<file path="config.mk">
export PLATFORM = sky130hd
export DESIGN_NAME = xoroshiro_rng_with_bounded_draws
export DESIGN_NICKNAME = d
export VERILOG_FILES = /design/src/sv/xrng_pkg.sv /design/src/sv/xrng_ctrl.sv /design/src/sv/xrng_dp.sv /design/src/sv/xoroshiro_rng_with_bounded_draws.sv
export SDC_FILE = /design/constraint.sdc
export NUM_CORES = 2
export LEC_CHECK = 0
export BUFFER_PORTS_ARGS = -buffer_cell sky130_fd_sc_hd__buf_2
export CORE_MARGIN = 2
export CORE_UTILIZATION = 40
export DETAILED_ROUTE_END_ITERATION = 7
export HOLD_SLACK_MARGIN = 0.1
export PLACE_DENSITY = 0.66
export SYNTH_ARGS = -nofsm -noshare
export SYNTH_HDL_FRONTEND = slang
export SYNTH_HIERARCHICAL = 1
export SYNTH_SLANG_ARGS = --single-unit
</file>
<file path="constraint.sdc">
create_clock -name clk -period 20.2 [get_ports clk]
set_clock_uncertainty 0.2 [all_clocks]
set_input_delay 4.04 -clock clk [delete_from_list [all_inputs] [get_ports clk]]
set_output_delay 4.04 -clock clk [all_outputs]
set_load 0.01 [all_outputs]
</file>
<file path="src/sv/xrng_pkg.sv">
`timescale 1ns / 1ps

package xrng_pkg;

  // command codes on in_cmd
  localparam logic [2:0] CMD_SET_SEED  = 3'd0;
  localparam logic [2:0] CMD_FEAT_SEED = 3'd1;
  localparam logic [2:0] CMD_NEXT_LONG = 3'd2;
  localparam logic [2:0] CMD_NEXT_INT  = 3'd3;
  localparam logic [2:0] CMD_NEXT_FLT  = 3'd4;
  localparam logic [2:0] CMD_NEXT_DBL  = 3'd5;

  localparam logic [63:0] K_SILVER = 64'h6a09e667f3bcc909;
  localparam logic [63:0] K_GOLDEN = 64'h9e3779b97f4a7c15;
  localparam logic [63:0] K_MIXA   = 64'hbf58476d1ce4e5b9;
  localparam logic [63:0] K_MIXB   = 64'h94d049bb133111eb;
  localparam logic [13:0] SALT_B_SCALE = 14'd10000;

  localparam logic [4:0] DIV_STEPS = 5'd31;

  // datapath operations
  typedef enum logic [4:0] {
    OP_NONE,
    OP_LOAD,
    OP_SEED_RES,
    OP_MUL0,
    OP_MUL1,
    OP_MUL2,
    OP_MIX_MID,
    OP_END_LO,
    OP_END_HI,
    OP_ADV,
    OP_RES_RAW,
    OP_RES_DHI,
    OP_RES_DLO,
    OP_RES_ZERO,
    OP_TAKE_U,
    OP_MULN,
    OP_RES_POW,
    OP_DIV_INIT,
    OP_DIV_STEP,
    OP_RES_REM,
    OP_PUSH
  } op_t;

  typedef enum logic [4:0] {
    ST_IDLE,
    ST_DISPATCH,
    ST_MA0,
    ST_MA1,
    ST_MA2,
    ST_MID,
    ST_MB0,
    ST_MB1,
    ST_MB2,
    ST_END,
    ST_FIN,
    ST_D_HI,
    ST_D_ADV,
    ST_D_LO,
    ST_NI_U,
    ST_NI_SEL,
    ST_NI_POW,
    ST_NI_DIV,
    ST_NI_CHK,
    ST_DONE
  } state_t;

  typedef struct packed {
    op_t  op;
    logic ksel_b;
  } ctrl_t;

  typedef struct packed {
    logic [2:0] cmd;
    logic       pow2;
    logic       div_done;
    logic       reject;
    logic       out_busy;
  } stat_t;

endpackage

</file>
<file path="src/sv/xrng_ctrl.sv">
`timescale 1ns / 1ps

module xrng_ctrl (
  input  logic            clk,
  input  logic            rst_n,
  input  logic            in_valid,
  output logic            in_stall,
  input  xrng_pkg::stat_t stat,
  output xrng_pkg::ctrl_t ctrl
);

  xrng_pkg::state_t state_r, state_nxt;
  logic phase_r, phase_nxt;

  // state register
  always_ff @(posedge clk) begin
    if (!rst_n) begin
      state_r <= xrng_pkg::ST_IDLE;
      phase_r <= 1'b0;
    end else begin
      state_r <= state_nxt;
      phase_r <= phase_nxt;
    end
  end

  assign in_stall = (state_r != xrng_pkg::ST_IDLE);

  // next state and commands
  always_comb begin
    state_nxt   = state_r;
    phase_nxt   = phase_r;
    ctrl.op     = xrng_pkg::OP_NONE;
    ctrl.ksel_b = 1'b0;
    case (state_r)
      xrng_pkg::ST_IDLE: begin
        if (in_valid) begin
          ctrl.op   = xrng_pkg::OP_LOAD;
          state_nxt = xrng_pkg::ST_DISPATCH;
        end
      end
      xrng_pkg::ST_DISPATCH: begin
        phase_nxt = 1'b0;
        case (stat.cmd)
          xrng_pkg::CMD_SET_SEED, xrng_pkg::CMD_FEAT_SEED: begin
            ctrl.op   = xrng_pkg::OP_SEED_RES;
            state_nxt = xrng_pkg::ST_MA0;
          end
          xrng_pkg::CMD_NEXT_LONG, xrng_pkg::CMD_NEXT_FLT: begin
            ctrl.op   = xrng_pkg::OP_ADV;
            state_nxt = xrng_pkg::ST_FIN;
          end
          xrng_pkg::CMD_NEXT_INT: begin
            ctrl.op   = xrng_pkg::OP_ADV;
            state_nxt = xrng_pkg::ST_NI_U;
          end
          xrng_pkg::CMD_NEXT_DBL: begin
            ctrl.op   = xrng_pkg::OP_ADV;
            state_nxt = xrng_pkg::ST_D_HI;
          end
          default: begin
            ctrl.op   = xrng_pkg::OP_RES_ZERO;
            state_nxt = xrng_pkg::ST_DONE;
          end
        endcase
      end
      // mix64: two truncated 64x64 multiplies, three partial products each
      xrng_pkg::ST_MA0: begin
        ctrl.op = xrng_pkg::OP_MUL0; state_nxt = xrng_pkg::ST_MA1;
      end
      xrng_pkg::ST_MA1: begin
        ctrl.op = xrng_pkg::OP_MUL1; state_nxt = xrng_pkg::ST_MA2;
      end
      xrng_pkg::ST_MA2: begin
        ctrl.op = xrng_pkg::OP_MUL2; state_nxt = xrng_pkg::ST_MID;
      end
      xrng_pkg::ST_MID: begin
        ctrl.op = xrng_pkg::OP_MIX_MID; state_nxt = xrng_pkg::ST_MB0;
      end
      xrng_pkg::ST_MB0: begin
        ctrl.op = xrng_pkg::OP_MUL0; ctrl.ksel_b = 1'b1; state_nxt = xrng_pkg::ST_MB1;
      end
      xrng_pkg::ST_MB1: begin
        ctrl.op = xrng_pkg::OP_MUL1; ctrl.ksel_b = 1'b1; state_nxt = xrng_pkg::ST_MB2;
      end
      xrng_pkg::ST_MB2: begin
        ctrl.op = xrng_pkg::OP_MUL2; ctrl.ksel_b = 1'b1; state_nxt = xrng_pkg::ST_END;
      end
      xrng_pkg::ST_END: begin
        if (phase_r) begin
          ctrl.op   = xrng_pkg::OP_END_HI;
          state_nxt = xrng_pkg::ST_DONE;
        end else begin
          ctrl.op   = xrng_pkg::OP_END_LO;
          phase_nxt = 1'b1;
          state_nxt = xrng_pkg::ST_MA0;
        end
      end
      xrng_pkg::ST_FIN: begin
        ctrl.op = xrng_pkg::OP_RES_RAW; state_nxt = xrng_pkg::ST_DONE;
      end
      // double: 26 high bits, then 27 low bits from the next output
      xrng_pkg::ST_D_HI: begin
        ctrl.op = xrng_pkg::OP_RES_DHI; state_nxt = xrng_pkg::ST_D_ADV;
      end
      xrng_pkg::ST_D_ADV: begin
        ctrl.op = xrng_pkg::OP_ADV; state_nxt = xrng_pkg::ST_D_LO;
      end
      xrng_pkg::ST_D_LO: begin
        ctrl.op = xrng_pkg::OP_RES_DLO; state_nxt = xrng_pkg::ST_DONE;
      end
      // bounded int
      xrng_pkg::ST_NI_U: begin
        ctrl.op = xrng_pkg::OP_TAKE_U; state_nxt = xrng_pkg::ST_NI_SEL;
      end
      xrng_pkg::ST_NI_SEL: begin
        if (stat.pow2) begin
          ctrl.op   = xrng_pkg::OP_MULN;
          state_nxt = xrng_pkg::ST_NI_POW;
        end else begin
          ctrl.op   = xrng_pkg::OP_DIV_INIT;
          state_nxt = xrng_pkg::ST_NI_DIV;
        end
      end
      xrng_pkg::ST_NI_POW: begin
        ctrl.op = xrng_pkg::OP_RES_POW; state_nxt = xrng_pkg::ST_DONE;
      end
      xrng_pkg::ST_NI_DIV: begin
        if (stat.div_done) begin
          state_nxt = xrng_pkg::ST_NI_CHK;
        end else begin
          ctrl.op = xrng_pkg::OP_DIV_STEP;
        end
      end
      xrng_pkg::ST_NI_CHK: begin
        if (stat.reject) begin
          ctrl.op   = xrng_pkg::OP_ADV;
          state_nxt = xrng_pkg::ST_NI_U;
        end else begin
          ctrl.op   = xrng_pkg::OP_RES_REM;
          state_nxt = xrng_pkg::ST_DONE;
        end
      end
      xrng_pkg::ST_DONE: begin
        if (!stat.out_busy) begin
          ctrl.op   = xrng_pkg::OP_PUSH;
          state_nxt = xrng_pkg::ST_IDLE;
        end
      end
      default: state_nxt = xrng_pkg::ST_IDLE;
    endcase
  end

endmodule

</file>
<file path="src/sv/xrng_dp.sv">
`timescale 1ns / 1ps

module xrng_dp (
  input  logic            clk,
  input  logic            rst_n,
  input  xrng_pkg::ctrl_t ctrl,
  output xrng_pkg::stat_t stat,
  input  logic [2:0]      in_cmd,
  input  logic [63:0]     in_seed_value,
  input  logic [15:0]     in_salt_a,
  input  logic [15:0]     in_salt_b,
  input  logic [30:0]     in_bound,
  output logic            out_valid,
  input  logic            out_stall,
  output logic [63:0]     out_result
);

  logic [2:0]  cmd_r;
  logic [63:0] seed_r, fseed_r;
  logic [30:0] bound_r;
  logic [63:0] sl_r, sl_nxt, sh_r, sh_nxt;
  logic [63:0] t_r, m_r, acc_r, raw_r, res_r;
  logic [30:0] u_r, q_r, rem_r;
  logic [4:0]  cnt_r;
  logic        out_valid_r;
  logic [63:0] out_result_r;

  logic [63:0] k, adv_sum, adv_raw, adv_bx, s_pick, t_new, t_hi;
  logic [31:0] mul_a, mul_b;
  logic [63:0] prod;
  logic [29:0] salt_prod;
  logic [31:0] bound32, m32, rem_try, rej_sum;

  function automatic logic [63:0] rotl(input logic [63:0] v, input int unsigned s);
    rotl = (v << s) | (v >> (64 - s));
  endfunction

  // shared 32x32 multiplier
  assign k = ctrl.ksel_b ? xrng_pkg::K_MIXB : xrng_pkg::K_MIXA;
  always_comb begin
    case (ctrl.op)
      xrng_pkg::OP_MUL1: begin mul_a = m_r[63:32]; mul_b = k[31:0];  end
      xrng_pkg::OP_MUL2: begin mul_a = m_r[31:0];  mul_b = k[63:32]; end
      xrng_pkg::OP_MULN: begin mul_a = {1'b0, bound_r}; mul_b = {1'b0, u_r}; end
      default:           begin mul_a = m_r[31:0];  mul_b = k[31:0];  end
    endcase
  end
  assign prod = {32'd0, mul_a} * {32'd0, mul_b};

  // generator step
  assign adv_sum = sl_r + sh_r;
  assign adv_raw = rotl(adv_sum, 17) + sl_r;
  assign adv_bx  = sh_r ^ sl_r;

  // seed forming and mix inputs
  assign salt_prod = 30'({14'd0, in_salt_b} * {16'd0, xrng_pkg::SALT_B_SCALE});
  assign s_pick    = (cmd_r == xrng_pkg::CMD_FEAT_SEED) ? fseed_r : seed_r;
  assign t_new     = s_pick ^ xrng_pkg::K_SILVER;
  assign t_hi      = t_r + xrng_pkg::K_GOLDEN;

  // modulo step and rejection test
  assign bound32 = {1'b0, bound_r};
  assign m32     = bound32 - 32'd1;
  assign rem_try = {rem_r, q_r[30]};
  assign rej_sum = {1'b0, u_r} - {1'b0, rem_r} + m32;

  assign stat.cmd      = cmd_r;
  assign stat.pow2     = ((bound32 & m32) == 32'd0);
  assign stat.div_done = (cnt_r == 5'd0);
  assign stat.reject   = rej_sum[31];
  assign stat.out_busy = out_valid_r && out_stall;

  always_comb begin
    sl_nxt = sl_r;
    sh_nxt = sh_r;
    case (ctrl.op)
      xrng_pkg::OP_ADV: begin
        sl_nxt = rotl(sl_r, 49) ^ adv_bx ^ (adv_bx << 21);
        sh_nxt = rotl(adv_bx, 28);
      end
      xrng_pkg::OP_END_LO: sl_nxt = acc_r ^ (acc_r >> 31);
      xrng_pkg::OP_END_HI: sh_nxt = acc_r ^ (acc_r >> 31);
      default: ;
    endcase
  end

  // generator state
  always_ff @(posedge clk) begin
    if (!rst_n) begin
      sl_r <= 64'd0;
      sh_r <= 64'd0;
    end else begin
      sl_r <= sl_nxt;
      sh_r <= sh_nxt;
    end
  end

  // working registers
  always_ff @(posedge clk) begin
    case (ctrl.op)
      xrng_pkg::OP_LOAD: begin
        cmd_r   <= in_cmd;
        seed_r  <= in_seed_value;
        fseed_r <= in_seed_value + {48'd0, in_salt_a} + {34'd0, salt_prod};
        bound_r <= in_bound;
      end
      xrng_pkg::OP_SEED_RES: begin
        res_r <= s_pick;
        t_r   <= t_new;
        m_r   <= t_new ^ (t_new >> 30);
      end
      xrng_pkg::OP_MUL0:    acc_r <= prod;
      xrng_pkg::OP_MUL1,
      xrng_pkg::OP_MUL2:    acc_r <= acc_r + {prod[31:0], 32'd0};
      xrng_pkg::OP_MIX_MID: m_r <= acc_r ^ (acc_r >> 27);
      xrng_pkg::OP_END_LO:  m_r <= t_hi ^ (t_hi >> 30);
      xrng_pkg::OP_ADV:     raw_r <= adv_raw;
      xrng_pkg::OP_RES_RAW:
        res_r <= (cmd_r == xrng_pkg::CMD_NEXT_FLT) ? (raw_r >> 40) : raw_r;
      xrng_pkg::OP_RES_DHI: res_r <= (raw_r >> 38) << 27;
      xrng_pkg::OP_RES_DLO: res_r <= res_r + (raw_r >> 37);
      xrng_pkg::OP_RES_ZERO: res_r <= 64'd0;
      xrng_pkg::OP_TAKE_U:  u_r <= raw_r[63:33];
      xrng_pkg::OP_MULN:    acc_r <= prod;
      xrng_pkg::OP_RES_POW: res_r <= acc_r >> 31;
      xrng_pkg::OP_DIV_INIT: begin
        q_r   <= u_r;
        rem_r <= 31'd0;
      end
      xrng_pkg::OP_DIV_STEP: begin
        q_r <= {q_r[29:0], 1'b0};
        if (rem_try >= bound32) rem_r <= 31'(rem_try - bound32);
        else                    rem_r <= rem_try[30:0];
      end
      xrng_pkg::OP_RES_REM: res_r <= {33'd0, rem_r};
      default: ;
    endcase
  end

  // modulo step counter
  always_ff @(posedge clk) begin
    if (!rst_n) begin
      cnt_r <= 5'd0;
    end else if (ctrl.op == xrng_pkg::OP_DIV_INIT) begin
      cnt_r <= xrng_pkg::DIV_STEPS;
    end else if (ctrl.op == xrng_pkg::OP_DIV_STEP) begin
      cnt_r <= cnt_r - 5'd1;
    end
  end

  // output register
  always_ff @(posedge clk) begin
    if (!rst_n) begin
      out_valid_r <= 1'b0;
    end else if (ctrl.op == xrng_pkg::OP_PUSH) begin
      out_valid_r <= 1'b1;
    end else if (!out_stall) begin
      out_valid_r <= 1'b0;
    end
  end

  always_ff @(posedge clk) begin
    if (ctrl.op == xrng_pkg::OP_PUSH) out_result_r <= res_r;
  end

  assign out_valid  = out_valid_r;
  assign out_result = out_result_r;

endmodule

</file>
<file path="src/sv/xoroshiro_rng_with_bounded_draws.sv">
`timescale 1ns / 1ps
// xoroshiro128++ generator with seeding and bounded draws.
// Input channel (in_valid / in_stall): one command per transfer, with
// in_cmd, in_seed_value, in_salt_a, in_salt_b and in_bound. The block takes
// one command at a time; in_stall is high while a command is in progress.
// Output channel (out_valid / out_stall): one out_result per command, held
// in an output register, so the next command is taken while it waits.
// Steps per command, from acceptance to result in the output register:
//   next long / float: one advance; next double: two advances, high bits
//   then low bits; unused codes: a zero result; set seed / feature seed:
//   two mix64 passes, each two 64-bit multiplies built from three 32x32
//   partial products on one multiplier; next int, power-of-two bound: an
//   advance and a multiply by the bound; other bounds: a bit-serial modulo,
//   redone with a new draw for each rejected draw. Then back to idle. If the
//   result register is still held by out_stall, the result waits until it frees up.
// Reset (rst_n low, synchronous) clears the state words to zero and
// empties the output register.
module xoroshiro_rng_with_bounded_draws (
  input  logic        clk,
  input  logic        rst_n,
  input  logic        in_valid,
  output logic        in_stall,
  input  logic [2:0]  in_cmd,
  input  logic [63:0] in_seed_value,
  input  logic [15:0] in_salt_a,
  input  logic [15:0] in_salt_b,
  input  logic [30:0] in_bound,
  output logic        out_valid,
  input  logic        out_stall,
  output logic [63:0] out_result
);

  xrng_pkg::ctrl_t ctrl;
  xrng_pkg::stat_t stat;

  xrng_ctrl u_ctrl (
    .clk      (clk),
    .rst_n    (rst_n),
    .in_valid (in_valid),
    .in_stall (in_stall),
    .stat     (stat),
    .ctrl     (ctrl)
  );

  xrng_dp u_dp (
    .clk           (clk),
    .rst_n         (rst_n),
    .ctrl          (ctrl),
    .stat          (stat),
    .in_cmd        (in_cmd),
    .in_seed_value (in_seed_value),
    .in_salt_a     (in_salt_a),
    .in_salt_b     (in_salt_b),
    .in_bound      (in_bound),
    .out_valid     (out_valid),
    .out_stall     (out_stall),
    .out_result    (out_result)
  );

endmodule
</file>
==> flow_summary.ini <==
[cts]
cts-hold-fix-buffers = 0
cts.clk_slew.worst_paths_ns = 0.07
post_cts_resized = 0
clk-insertion-delay-late_ns = 0.77
cts.htree.levels = 3
cts.sinks = 779
clock_path_buffers = 3
cts_setup_buffers = 0
cts_root_buf = clkbuf_16
cts_tree = done
cts_buffers = 87

[floorplanning]
die_x_um = 471
rows = 171
pin_count = 200
core_um2 = 217000
initial_core_util_pct = 40.2
die_y_um = 471
die-area_um2 = 222000

[logic_synthesis]
synthAdderAreaFrac_pct = 32.1
synth-xor-area-share_pct = 6.83
synth.net_count = 11119
syn_area_um2 = 87100
synth.distinct_cells = 113
yosysTopAreaCell = fa_1
yosys_warnings = 6
async_reset_ff_share_pct = 0
synth_edf_count = 639
ys_seq_area_share_pct = 25.2
synth_compound_area_share_pct = 13.9
synth_top_cell_area_share_pct = 22.5
syn_avg_cell_area_um2 = 9.33
synth_simple_gate_area_share_pct = 13.4
synth_top_family_by_area = adder cells
synthCells = 9339
ys_ff_latch = 779
synthMuxAreaShare_pct = 1.31
synthFlopType = edfxtp_1
synthTopCellsByArea = fa_1 (22%), edfxtp_1 (22%), ha_1 (9.6%)

[setup_path]
reg2reg_from = u_dp/bound_r[1]$_DFFE_PN_
arrival_ns = 18.38
crit_path_frequent_cell = inv_1
cp_data_required_time_ns = 20.49
startpoint = u_dp/bound_r[1]$_DFFE_PN_
slowest_delay_ns = 0.79
endpoint_kind = flop
cp_max_fo = 42
crit_type = reg2reg
slowest_stage = xnor2_1
cp-start-kind = flop

[detailed_routing]
wl_per_cell_um = 30.3
drc = 1
drt_first_pass_iters = 8
drt_iter0_markers = 8922
vias = 73561
post_drt_via_cell_ratio = 6.00
routed_wl_mm = 372
ant_nets = 0

[global_routing]
overflow = 0
antenna_found_initial = 20
grt_pass1_wl_mm = 530
grt_max_degree = 89
track_usage_pct = 33.1
grt_pass1_vias = 73470

[final_layout]
final_common_cell = nand2_1
fin_nets = 11108
drive_above_1_share_pct = 7.10
multi_input_area_um2 = 59100
fillers = 20903
final_cell_mix = nand2_1 (1186), inv_1 (1182), fa_1 (979)
ff_latch_area_um2 = 22000
area_growth_pct = 8.60

[job]
drv_cap = 0

[sta]
drv_slew = 0
rsz0062_at_grt = no
finalSetupViolCount = 0
finalHoldViolations = 0
max_freq_mhz = 55.3
finalCriticalPeriod_ns = 18.09
relSlewSlack_pct = 8.80
tns_ns = 0
tightest_slew_ns = 1.37
period_share_pct = 89.5

[placement]
portBuffers = 199
gp_congestion = 1.02
dp.final_hpwl_mm = 293

[worst_hold_path]
hp-start = u_dp/sh_r[4]$_SDFFE_PN0P_
hold_path_class = reg2reg

[run_status]
violations = design-rule violations
run_status = finished, violations left
==> final timing paths <==
path                                to  cells past startpoint  slack, ns
min reg2reg  u_dp/sh_r[4]$_SDFFE_PN0P_                      2       0.27
min          u_dp/sh_r[4]$_SDFFE_PN0P_                      2       0.27
max           u_dp/acc_r[58]$_DFFE_PP_                     57       2.11
max reg2reg   u_dp/acc_r[58]$_DFFE_PP_                     57       2.11
==> metrics by stage <==
step	area, µm²	hold WS, ns	util [%]	std cells	setup WS (ns)
floorplan	87100	0.227	-	9339	5.50
global placement	91500	0.244	42.2	12093	2.53
detailed placement	91500	0.246	42.2	12093	2.46
CTS	94600	0.269	43.6	12252	2.37
global route	94600	0.283	43.6	12253	1.17
finish	94600	0.272	43.7	12265	2.11
==> synthesized netlist by cell type, drive strengths merged (56+ instances only) <==
master,n
a211oi,59
a21boi,61
a21o,206
a21oi,425
a221oi,91
a22oi,67
and2,72
buf,56
clkbuf,436
dfxtp,140
edfxtp,639
fa,979
ha,667
inv,1188
mux2i,105
nand2,1191
nand3,129
nand4,64
nor2,810
nor2b,79
nor3,85
o21a,70
o21ai,354
o21bai,66
xnor2,402
xor2,267
==> final cells by class <==
| type | count | share of cell area, % |
|---|---|---|
| Multi-Input combinational cell | 6880 | 62.4 |
| Tap cell | 2854 | 3.77 |
| Antenna cell | 13 | 0.0344 |
| Timing Repair Buffer | 392 | 2.59 |
| Clock buffer | 99 | 2.39 |
| Sequential cell | 779 | 23.2 |
| Clock inverter | 60 | 0.833 |
| Inverter | 1188 | 4.71 |
==> critical path: cells and delay by family (launching register included) <==
kind	cells	cell delay, ns
mux	1	0.23
buf+inv	14	2.06
xor+xnor	1	0.79
flops	1	0.45
simple gates	12	3.91
compound gates	16	4.43
fa+ha+maj	13	5.70
==> cells by family after synthesis <==
| family | after synthesis |
|---|---|
| AO/OA/AOI/OAI | 1769 |
| XOR/XNOR | 672 |
| adder cells (fa/ha/maj) | 1646 |
| buffers and inverters | 1680 |
| flip-flops | 779 |
| multiplexers | 113 |
| other | 2 |
| AND/OR/NAND/NOR | 2678 |
==> layer usage <==
layer	wire length, µm	GRT usage (%)
met4	27900	20.7
met1	145000	43.1
met5	88	0
met2	163000	51.0
met3	35300	6.10
==> flip-flops by register name (all words and copies together) (netlist names) <==
name	cells
u_ctrl/phase_r	1
u_ctrl/state_r	5
u_dp/acc_r	64
u_dp/bound_r	31
u_dp/cmd_r	3
u_dp/cnt_r	5
u_dp/fseed_r	64
u_dp/m_r	64
u_dp/out_result	64
u_dp/out_valid	1
u_dp/q_r	31
u_dp/raw_r	64
u_dp/rem_r	31
u_dp/res_r	64
u_dp/seed_r	64
u_dp/sh_r	64
u_dp/sl_r	64
u_dp/t_r	64
u_dp/u_r	31
Power is left out: the tool's default activity adds up to more than one toggle a clock period on the data nets, which glitch-free logic cannot reach.
